[src/wfd_pkg.sv]
// ----------------------------------------------------------------------------
// wfd_pkg
// shared types and constants of the wheel feedback frame decoder
// ----------------------------------------------------------------------------
package wfd_pkg;

	// frame layout
	localparam int unsigned FRAME_LENGTH = 18;
	localparam int unsigned STORED_BYTES = 16;
	localparam int unsigned POS_W        = 5;
	localparam int unsigned STORE_IDX_W  = $clog2(STORED_BYTES);
	localparam logic [POS_W-1:0] LAST_POS = POS_W'(FRAME_LENGTH - 1);

	localparam logic [7:0] HEADER_LOW  = 8'hCD;
	localparam logic [7:0] HEADER_HIGH = 8'hAB;

	// register file
	localparam int unsigned APB_DATA_W = 32;
	localparam int unsigned APB_ADDR_W = 3;
	localparam logic REG_ORIENTATION = 1'b0;   // word index of orientation_reversed

	typedef enum logic [1:0] {
		STATUS_OK           = 2'd0,
		STATUS_BAD_HEADER   = 2'd1,
		STATUS_BAD_CHECKSUM = 2'd2,
		STATUS_SHORT_FRAME  = 2'd3
	} status_t;

	typedef struct packed {
		status_t            status;
		logic signed [15:0] steering;
		logic signed [15:0] speed;
		logic signed [15:0] right_rpm;
		logic signed [15:0] left_rpm;
		logic [15:0]        battery_raw;
		logic [15:0]        temperature_raw;
		logic [15:0]        led_state;
	} result_t;

endpackage

[src/wfd_if.sv]
// ----------------------------------------------------------------------------
// wfd_if
// byte input channel and decoded frame output channel
// ----------------------------------------------------------------------------
interface wfd_in_if;
	logic       valid;
	logic       ready;
	logic [7:0] data_byte;
	logic       frame_start;

	modport source (output valid, output data_byte, output frame_start, input ready);
	modport sink   (input valid, input data_byte, input frame_start, output ready);
endinterface

interface wfd_out_if;
	import wfd_pkg::*;

	logic               valid;
	logic               ready;
	status_t            status;
	logic signed [15:0] steering;
	logic signed [15:0] speed;
	logic signed [15:0] right_rpm;
	logic signed [15:0] left_rpm;
	logic [15:0]        battery_raw;
	logic [15:0]        temperature_raw;
	logic [15:0]        led_state;

	modport source (output valid, output status, output steering, output speed,
		output right_rpm, output left_rpm, output battery_raw, output temperature_raw,
		output led_state, input ready);
	modport sink (input valid, input status, input steering, input speed,
		input right_rpm, input left_rpm, input battery_raw, input temperature_raw,
		input led_state, output ready);
endinterface

[src/wfd_frame_core.sv]
// ----------------------------------------------------------------------------
// wfd_frame_core
// byte position, running checksums, frame byte store and result decode
// ----------------------------------------------------------------------------
module wfd_frame_core (
	input  logic            clk,
	input  logic            arst_n,
	input  logic            accept,
	input  logic [7:0]      data_byte,
	input  logic            frame_start,
	input  logic            orientation_reversed,
	output logic            res_valid,
	output wfd_pkg::result_t res
);
	import wfd_pkg::*;

	logic [POS_W-1:0] pos_q;
	logic [7:0]       even_xor_q;
	logic [7:0]       odd_xor_q;
	logic [7:0]       frame_q [STORED_BYTES];

	logic             active;
	logic             short_frame;
	logic             last_byte;
	logic [POS_W-1:0] pos;
	logic [7:0]       even_xor_nxt;
	logic [7:0]       odd_xor_nxt;
	logic             header_ok;
	logic [15:0]      w_speed;
	logic [15:0]      w_right;
	logic [15:0]      w_left;

	assign active      = frame_start || (pos_q != '0);
	assign short_frame = frame_start && (pos_q != '0);
	assign pos         = frame_start ? '0 : pos_q;
	assign last_byte   = (pos == LAST_POS);

	// checksum bytes fold in too, so a good frame ends at zero
	always_comb begin
		even_xor_nxt = frame_start ? 8'h00 : even_xor_q;
		odd_xor_nxt  = frame_start ? 8'h00 : odd_xor_q;
		if (pos[0]) begin
			odd_xor_nxt = odd_xor_nxt ^ data_byte;
		end else begin
			even_xor_nxt = even_xor_nxt ^ data_byte;
		end
	end

	assign header_ok = (frame_q[0] == HEADER_LOW) && (frame_q[1] == HEADER_HIGH);
	assign w_speed   = {frame_q[5], frame_q[4]};
	assign w_right   = {frame_q[7], frame_q[6]};
	assign w_left    = {frame_q[9], frame_q[8]};

	always_comb begin
		res = '0;
		if (short_frame) begin
			res.status = STATUS_SHORT_FRAME;
		end else if (!header_ok) begin
			res.status = STATUS_BAD_HEADER;
		end else if ((even_xor_nxt != 8'h00) || (odd_xor_nxt != 8'h00)) begin
			res.status = STATUS_BAD_CHECKSUM;
		end else begin
			res.status   = STATUS_OK;
			res.steering = $signed({frame_q[3], frame_q[2]});
			if (orientation_reversed) begin
				res.speed     = $signed(16'h0000 - w_speed);
				res.right_rpm = $signed(16'h0000 - w_left);
				res.left_rpm  = $signed(w_right);
			end else begin
				res.speed     = $signed(w_speed);
				res.right_rpm = $signed(16'h0000 - w_right);
				res.left_rpm  = $signed(w_left);
			end
			res.battery_raw     = {frame_q[11], frame_q[10]};
			res.temperature_raw = {frame_q[13], frame_q[12]};
			res.led_state       = {frame_q[14], frame_q[15]};
		end
	end

	assign res_valid = accept && (short_frame || (active && last_byte));

	always_ff @(posedge clk or negedge arst_n) begin
		if (!arst_n) begin
			pos_q      <= '0;
			even_xor_q <= 8'h00;
			odd_xor_q  <= 8'h00;
		end else if (accept && active) begin
			if (last_byte) begin
				pos_q      <= '0;
				even_xor_q <= 8'h00;
				odd_xor_q  <= 8'h00;
			end else begin
				pos_q      <= pos + POS_W'(1);
				even_xor_q <= even_xor_nxt;
				odd_xor_q  <= odd_xor_nxt;
			end
		end
	end

	// checksum bytes are not stored
	always_ff @(posedge clk) begin
		if (accept && active && (pos < POS_W'(STORED_BYTES))) begin
			frame_q[pos[STORE_IDX_W-1:0]] <= data_byte;
		end
	end

	a_pos_range: assert property (@(posedge clk) disable iff (!arst_n)
		pos_q <= LAST_POS)
		else $error("byte position beyond frame end");

	a_last_clears: assert property (@(posedge clk) disable iff (!arst_n)
		accept && active && last_byte |=> pos_q == '0 && even_xor_q == 8'h00 &&
		odd_xor_q == 8'h00)
		else $error("frame state not cleared after last byte");

	a_stray_byte: assert property (@(posedge clk) disable iff (!arst_n)
		accept && !frame_start && pos_q == '0 |-> !res_valid ##1 pos_q == '0)
		else $error("byte outside a frame changed state or gave a result");

endmodule

[src/wheel_feedback_frame_decoder_top.sv]
// ----------------------------------------------------------------------------
// wheel_feedback_frame_decoder_top
// decodes 18-byte wheel board feedback frames from a received byte stream
// ----------------------------------------------------------------------------
// One received byte is taken per item, one item per clock. A byte with
// frame_start high opens a frame; bytes with frame_start low while no frame
// is open are dropped. The item carrying the 18th byte of a frame produces
// one result in the output register in the cycle after it is taken: status
// ok with the little-endian words, right_rpm negated and led_state
// byte-swapped, or bad header / bad checksum with all other fields zero. A
// frame_start in the middle of a frame yields a short frame result and that
// byte opens the next frame. The only thing that holds off input is a result
// waiting in the single output register while the sink is not ready. The
// orientation_reversed register (APB word 0, bit 0) negates speed and swaps
// the rpm words; write it only between frames.
// ----------------------------------------------------------------------------
module wheel_feedback_frame_decoder_top (
	input  logic                            clk,
	input  logic                            arst_n,
	// apb register port
	input  logic                            psel,
	input  logic                            penable,
	input  logic                            pwrite,
	input  logic [wfd_pkg::APB_ADDR_W-1:0]  paddr,
	input  logic [wfd_pkg::APB_DATA_W-1:0]  pwdata,
	output logic [wfd_pkg::APB_DATA_W-1:0]  prdata,
	output logic                            pready,
	// streams
	wfd_in_if.sink                          byte_in,
	wfd_out_if.source                       frame_out
);
	import wfd_pkg::*;

	logic    orientation_q;
	logic    accept;
	logic    core_valid;
	result_t core_res;
	logic    out_valid_q;
	result_t out_q;

	// register port: zero wait states, only word 0 is implemented
	assign pready = 1'b1;
	assign prdata = (paddr[2] == REG_ORIENTATION) ?
		{{(APB_DATA_W-1){1'b0}}, orientation_q} : '0;

	always_ff @(posedge clk or negedge arst_n) begin
		if (!arst_n) begin
			orientation_q <= 1'b0;
		end else if (psel && penable && pwrite && pready && (paddr[2] == REG_ORIENTATION)) begin
			orientation_q <= pwdata[0];
		end
	end

	// the output register frees up in the same cycle it is drained
	assign byte_in.ready = !out_valid_q || frame_out.ready;
	assign accept        = byte_in.valid && byte_in.ready;

	wfd_frame_core u_core (
		.clk                  (clk),
		.arst_n               (arst_n),
		.accept               (accept),
		.data_byte            (byte_in.data_byte),
		.frame_start          (byte_in.frame_start),
		.orientation_reversed (orientation_q),
		.res_valid            (core_valid),
		.res                  (core_res)
	);

	// result register: valid flag is control, payload needs no reset
	always_ff @(posedge clk or negedge arst_n) begin
		if (!arst_n) begin
			out_valid_q <= 1'b0;
		end else if (core_valid) begin
			out_valid_q <= 1'b1;
		end else if (frame_out.ready) begin
			out_valid_q <= 1'b0;
		end
	end

	always_ff @(posedge clk) begin
		if (core_valid) begin
			out_q <= core_res;
		end
	end

	assign frame_out.valid           = out_valid_q;
	assign frame_out.status          = out_q.status;
	assign frame_out.steering        = out_q.steering;
	assign frame_out.speed           = out_q.speed;
	assign frame_out.right_rpm       = out_q.right_rpm;
	assign frame_out.left_rpm        = out_q.left_rpm;
	assign frame_out.battery_raw     = out_q.battery_raw;
	assign frame_out.temperature_raw = out_q.temperature_raw;
	assign frame_out.led_state       = out_q.led_state;

	a_error_zero: assert property (@(posedge clk) disable iff (!arst_n)
		frame_out.valid && frame_out.status != STATUS_OK |->
		frame_out.steering == '0 && frame_out.speed == '0 && frame_out.right_rpm == '0 &&
		frame_out.left_rpm == '0 && frame_out.battery_raw == '0 &&
		frame_out.temperature_raw == '0 && frame_out.led_state == '0)
		else $error("error result carries nonzero fields");

	a_backpressure: assert property (@(posedge clk) disable iff (!arst_n)
		!byte_in.ready |-> out_valid_q && !frame_out.ready)
		else $error("input stalled while output register can take a result");

	a_result_lands: assert property (@(posedge clk) disable iff (!arst_n)
		core_valid |=> frame_out.valid)
		else $error("decoded result not presented");

endmodule

[src/flat_wrapper.sv]
// flat-port wrapper written by rule: the top's interface ports become plain ports
module wheel_feedback_frame_decoder_top_flat import wfd_pkg::*;
  (clk, arst_n, psel, penable, pwrite, paddr, pwdata, prdata, pready, byte_in_valid, byte_in_data_byte, byte_in_frame_start, byte_in_ready, frame_out_valid, frame_out_status, frame_out_steering, frame_out_speed, frame_out_right_rpm, frame_out_left_rpm, frame_out_battery_raw, frame_out_temperature_raw, frame_out_led_state, frame_out_ready);
  wfd_in_if byte_in_i ();
  wfd_out_if frame_out_i ();
  input  logic clk;
  input  logic arst_n;
  input  logic psel;
  input  logic penable;
  input  logic pwrite;
  input  logic [wfd_pkg::APB_ADDR_W-1:0] paddr;
  input  logic [wfd_pkg::APB_DATA_W-1:0] pwdata;
  output logic [wfd_pkg::APB_DATA_W-1:0] prdata;
  output logic pready;
  input wire logic [$bits(byte_in_i.valid)-1:0] byte_in_valid;
  input wire logic [$bits(byte_in_i.data_byte)-1:0] byte_in_data_byte;
  input wire logic [$bits(byte_in_i.frame_start)-1:0] byte_in_frame_start;
  output wire logic [$bits(byte_in_i.ready)-1:0] byte_in_ready;
  output wire logic [$bits(frame_out_i.valid)-1:0] frame_out_valid;
  output wire logic [$bits(frame_out_i.status)-1:0] frame_out_status;
  output wire logic [$bits(frame_out_i.steering)-1:0] frame_out_steering;
  output wire logic [$bits(frame_out_i.speed)-1:0] frame_out_speed;
  output wire logic [$bits(frame_out_i.right_rpm)-1:0] frame_out_right_rpm;
  output wire logic [$bits(frame_out_i.left_rpm)-1:0] frame_out_left_rpm;
  output wire logic [$bits(frame_out_i.battery_raw)-1:0] frame_out_battery_raw;
  output wire logic [$bits(frame_out_i.temperature_raw)-1:0] frame_out_temperature_raw;
  output wire logic [$bits(frame_out_i.led_state)-1:0] frame_out_led_state;
  input wire logic [$bits(frame_out_i.ready)-1:0] frame_out_ready;
  assign byte_in_i.valid = byte_in_valid;
  assign byte_in_i.data_byte = byte_in_data_byte;
  assign byte_in_i.frame_start = byte_in_frame_start;
  assign byte_in_ready = byte_in_i.ready;
  assign frame_out_valid = frame_out_i.valid;
  assign frame_out_status = frame_out_i.status;
  assign frame_out_steering = frame_out_i.steering;
  assign frame_out_speed = frame_out_i.speed;
  assign frame_out_right_rpm = frame_out_i.right_rpm;
  assign frame_out_left_rpm = frame_out_i.left_rpm;
  assign frame_out_battery_raw = frame_out_i.battery_raw;
  assign frame_out_temperature_raw = frame_out_i.temperature_raw;
  assign frame_out_led_state = frame_out_i.led_state;
  assign frame_out_i.ready = frame_out_ready;
  wheel_feedback_frame_decoder_top u_core (.clk(clk), .arst_n(arst_n), .psel(psel), .penable(penable), .pwrite(pwrite), .paddr(paddr), .pwdata(pwdata), .prdata(prdata), .pready(pready), .byte_in(byte_in_i), .frame_out(frame_out_i));
endmodule
[config.mk]
export PLATFORM = sky130hd
export DESIGN_NAME = wheel_feedback_frame_decoder_top_flat
export DESIGN_NICKNAME = d
export VERILOG_FILES = /design/src/wfd_pkg.sv /design/src/wfd_if.sv /design/src/wfd_frame_core.sv /design/src/wheel_feedback_frame_decoder_top.sv /design/src/flat_wrapper.sv
export SDC_FILE = /design/constraint.sdc
export NUM_CORES = 1
export LEC_CHECK = 0
export BUFFER_PORTS_ARGS = -buffer_cell sky130_fd_sc_hd__buf_2
export CORE_MARGIN = 2
export CORE_UTILIZATION = 59
export CTS_CLUSTER_DIAMETER = 150
export DETAILED_ROUTE_END_ITERATION = 8
export PLACE_DENSITY = 0.9
export SETUP_SLACK_MARGIN = 0.15
export SLEW_MARGIN = 20
export SYNTH_ARGS = -nofsm -noshare
export SYNTH_HDL_FRONTEND = slang
export SYNTH_SLANG_ARGS = --single-unit
[constraint.sdc]
create_clock -name clk -period 10 [get_ports clk]
set_input_delay 1 -clock clk [delete_from_list [all_inputs] [get_ports clk]]
set_output_delay 1 -clock clk [all_outputs]
set_load 0.05 [all_outputs]
==> flow_metrics.tcl <==
set metrics [dict create \
    cp_data_required_time_ns 10.15 \
    whs_ns 0.461 \
    routed_wl_um 21300 \
    yosysUniqueCellTypes 63 \
    via_count 6793 \
    cts-root-buf "clkbuf_16" \
    run_status "complete, no violations" \
    rows 50 \
    io_pins 200 \
    powerDensity_mw_per_mm2 236 \
    fin_nets 988 \
    worst_slack_ns 6.20 \
    grt_max_degree 91 \
    route.detailed.drc 0 \
    place.gp.congestion 0.858 \
    dr.pass1.iters 5 \
    overflow 0 \
    register_area_mm2 0.00784 \
    synth_area_per_cell_um2 13.7 \
    io_buffers 134 \
    cts_resized 0 \
    slew_headroom_pct 39.9 \
    crit_type "reg -> reg" \
    postRouteAntennaNets 0 \
    rsz0062_at_grt "false" \
    cellLeakagePower_nw 4.69 \
    worstReg2RegStart "u_core.u_core.pos_q[0]" \
    post-cts-setup-buffer-count 0 \
    die_h_um 142 \
    viasPerCell 5.71 \
    cts-buffers-inserted 26 \
    cpPeakStageDelay_ns 0.90 \
    multiInputGateArea_mm2 0.00294 \
    fillers 1203 \
    critPathCaptureType "flip-flop" \
    hp-class "in -> async" \
    critPathMaxFanout 90 \
    timing.max_cap.violations 0 \
    clk-insertion-delay-late_ns 0.54 \
    cts_sinks 265 \
    r2r_slack_ns 6.20 \
    critPathTopFamily "simple AND/OR/NAND/NOR gates" \
    synth_warnings 0 \
    drv_slew 0 \
    r2r-end "u_core.frame_out.status[0]" \
    grt_pass1_vias 6347 \
    setup_violations 0 \
    drive_gt1_share_pct 20.3 \
    cp-start-kind "flip-flop" \
    synth_edf_count 242 \
    min_period_ns 3.80 \
    hpwl_um 12900 \
    wl_per_cell_um 17.9 \
    ir_worst_vdd_v 0.000128 \
    die_w_um 142 \
    hold_viol 0 \
    dieArea_mm2 0.0201 \
    cts.htree.levels 1 \
    grt_pass1_wl_um 33300 \
    power.total_mw 2.98 \
    r2r_cells 5 \
    num_antenna_cells 0 \
    cp.buffers_inverters 2 \
    cp_slowest_cell "dfrtp_1" \
    synthCells 813 \
    synthFlopType "edfxtp_1" \
    clkSlewWorstSetupHoldPaths_ns 0.06 \
    arrival_ns 3.95 \
    final_util_pct 67.9 \
    area_growth_syn_to_layout_pct 13.3 \
    worst_pin_slew_ns 0.898 \
    timing.fmax_ghz 0.263 \
    pre_cts_ws_ns 5.60 \
    ys_ff_latch 265 \
    path_cells "or3b_1, nand4bb_1, a21o_1, inv_4, buf_6" \
    yosysSeqAreaShare_pct 70.2 \
    grt_usage_pct 21.1 \
    cts_tree "yes" \
    grt_antenna_before_repair 0 \
    finClkSkew_ns 0.0281 \
    synthArstFlopShare_pct 8.68 \
    setup_tns_ns 0 \
    cts_buffer_depth 3 \
    syn_area_mm2 0.0112 \
    start_util_pct 59.9 \
    ctsHoldBuffers 0 \
    min_period_over_period_pct 38.0 \
    fp.coreArea_mm2 0.0186 \
    drt_iter0_markers 619 \
]
==> placed cells by master (no fill, tap or decap), types with 13 or more instances in the layout <==
cell type and instances:
and2_1 65, a21oi_1 16, mux2i_1 28, buf_2 134
xor2_1 13, nor2_1 84, nor3_1 19, clkbuf_16 26
xnor2_1 19, edfxtp_1 242, nand2_1 45, dfrtp_1 22
conb_1 32, o21ai_0 65
==> kinds of logic after synthesis <==
| family | count (synthesis) | synth area share, % |
|---|---|---|
| AND/OR/NAND/NOR | 275 | 13.1 |
| other | 2 | 0.0672 |
| AO/OA/AOI/OAI | 121 | 6.60 |
| XOR/XNOR | 32 | 2.51 |
| multiplexers | 30 | 2.71 |
| adder cells (fa/ha/maj) | 2 | 0.224 |
| buffers and inverters | 86 | 4.58 |
| flip-flops | 265 | 70.2 |
==> worst reg2reg max path, stage by stage, from the launching register on <==
cell and delay, ns:
dfrtp_1 0.90, or3b_1 0.51, nand4bb_1 0.57, a21o_1 0.40
inv_4 0.27, buf_6 0.64
==> layer usage <==
layer / track usage [%] / share of wire (%) / vias to the layer above
met5: 0 / 0 / -
met2: 36.4 / 51 / 286
met4: 8.74 / 3.1 / 0
li1: - / - / 3134
met1: 27.0 / 39 / 3318
met3: 3.21 / 6.4 / 55
==> final cells by class <==
cell class	count	area share (%)
Clock buffer	35	5.72
Clock inverter	13	0.850
Inverter	12	0.376
Multi-Input combinational cell	492	23.2
Sequential cell	265	62.0
Tap cell	234	2.31
Timing Repair Buffer	138	5.56
==> stage by stage <==
step / instance area [um^2] / std cells
2_1_floorplan: 11300 / 843
3_3_place_gp: 11800 / 1141
3_5_place_dp: 11800 / 1141
4_1_cts: 12700 / 1189
5_1_grt: 12700 / 1189
6_report: 12700 / 1189
==> power breakdown <==
group          switching (mW)  internal [mW]  total (mW)
logic                   0.462          0.166       0.627
clock network           0.392          0.536       0.928
registers              0.0927           1.33        1.43
total                   0.946           2.04        2.98
==> synthesized netlist by cell type (4+ instances only) <==
library cell    n  area (um^2)
nor2_1         84          315
buf_4          33          248
inv_1          11         41.3
nor3_1         19         95.1
mux2i_1        28          280
buf_2          17         85.1
o21ai_0        65          325
a21oi_1        16         80.1
nand2_1        45          169
buf_6           5         56.3
or3_1           4         25.0
clkbuf_1       12         45.0
dfrtp_1        23          576
or4_1           4         30.0
clkbuf_2        5         25.0
nor3b_1         5         37.5
nor2b_1         8         50.1
xor2_1         13          114
o31ai_1         5         37.5
xnor2_1        19          166
and2_1         65          407
a31oi_1         5         31.3
a211o_1         8         70.1
and4bb_1        5         62.6
edfxtp_1      242         7270
nand2b_1        6         37.5
==> worst max path at each step <==
| stage | startpoint | end | slack (ns) | depth (start not counted) |
|---|---|---|---|---|
| CTS | u_core.u_core.pos_q[0] | u_core.frame_out.status[0] | 6.02 | 5 |
| detailed placement | byte_in_frame_start | frame_out_led_state[8] | 5.60 | 6 |
| global placement | byte_in_frame_start | frame_out_led_state[10] | 5.67 | 6 |
| global route | u_core.u_core.pos_q[0] | u_core.frame_out.status[0] | 6.04 | 5 |
| finish | u_core.u_core.pos_q[0] | u_core.frame_out.status[0] | 6.20 | 5 |
| floorplan | byte_in_frame_start | frame_out_battery_raw[0] | 5.12 | 6 |
==> flip-flops by register name, summed over array words and instances, names as in the netlist, 2 cells and up <==
signal	flops
u_core.u_core.odd_xor_q	8
u_core.frame_out.right_rpm	16
u_core.frame_out.left_rpm	16
u_core.u_core.frame_q	128
u_core.u_core.even_xor_q	8
frame_out_battery_raw	16
u_core.frame_out.status	2
u_core.frame_out.speed	15
u_core.u_core.pos_q	5
frame_out_led_state	16
frame_out_temperature_raw	16
frame_out_steering	16
No activity file was read; power rests on OpenSTA's default activity.
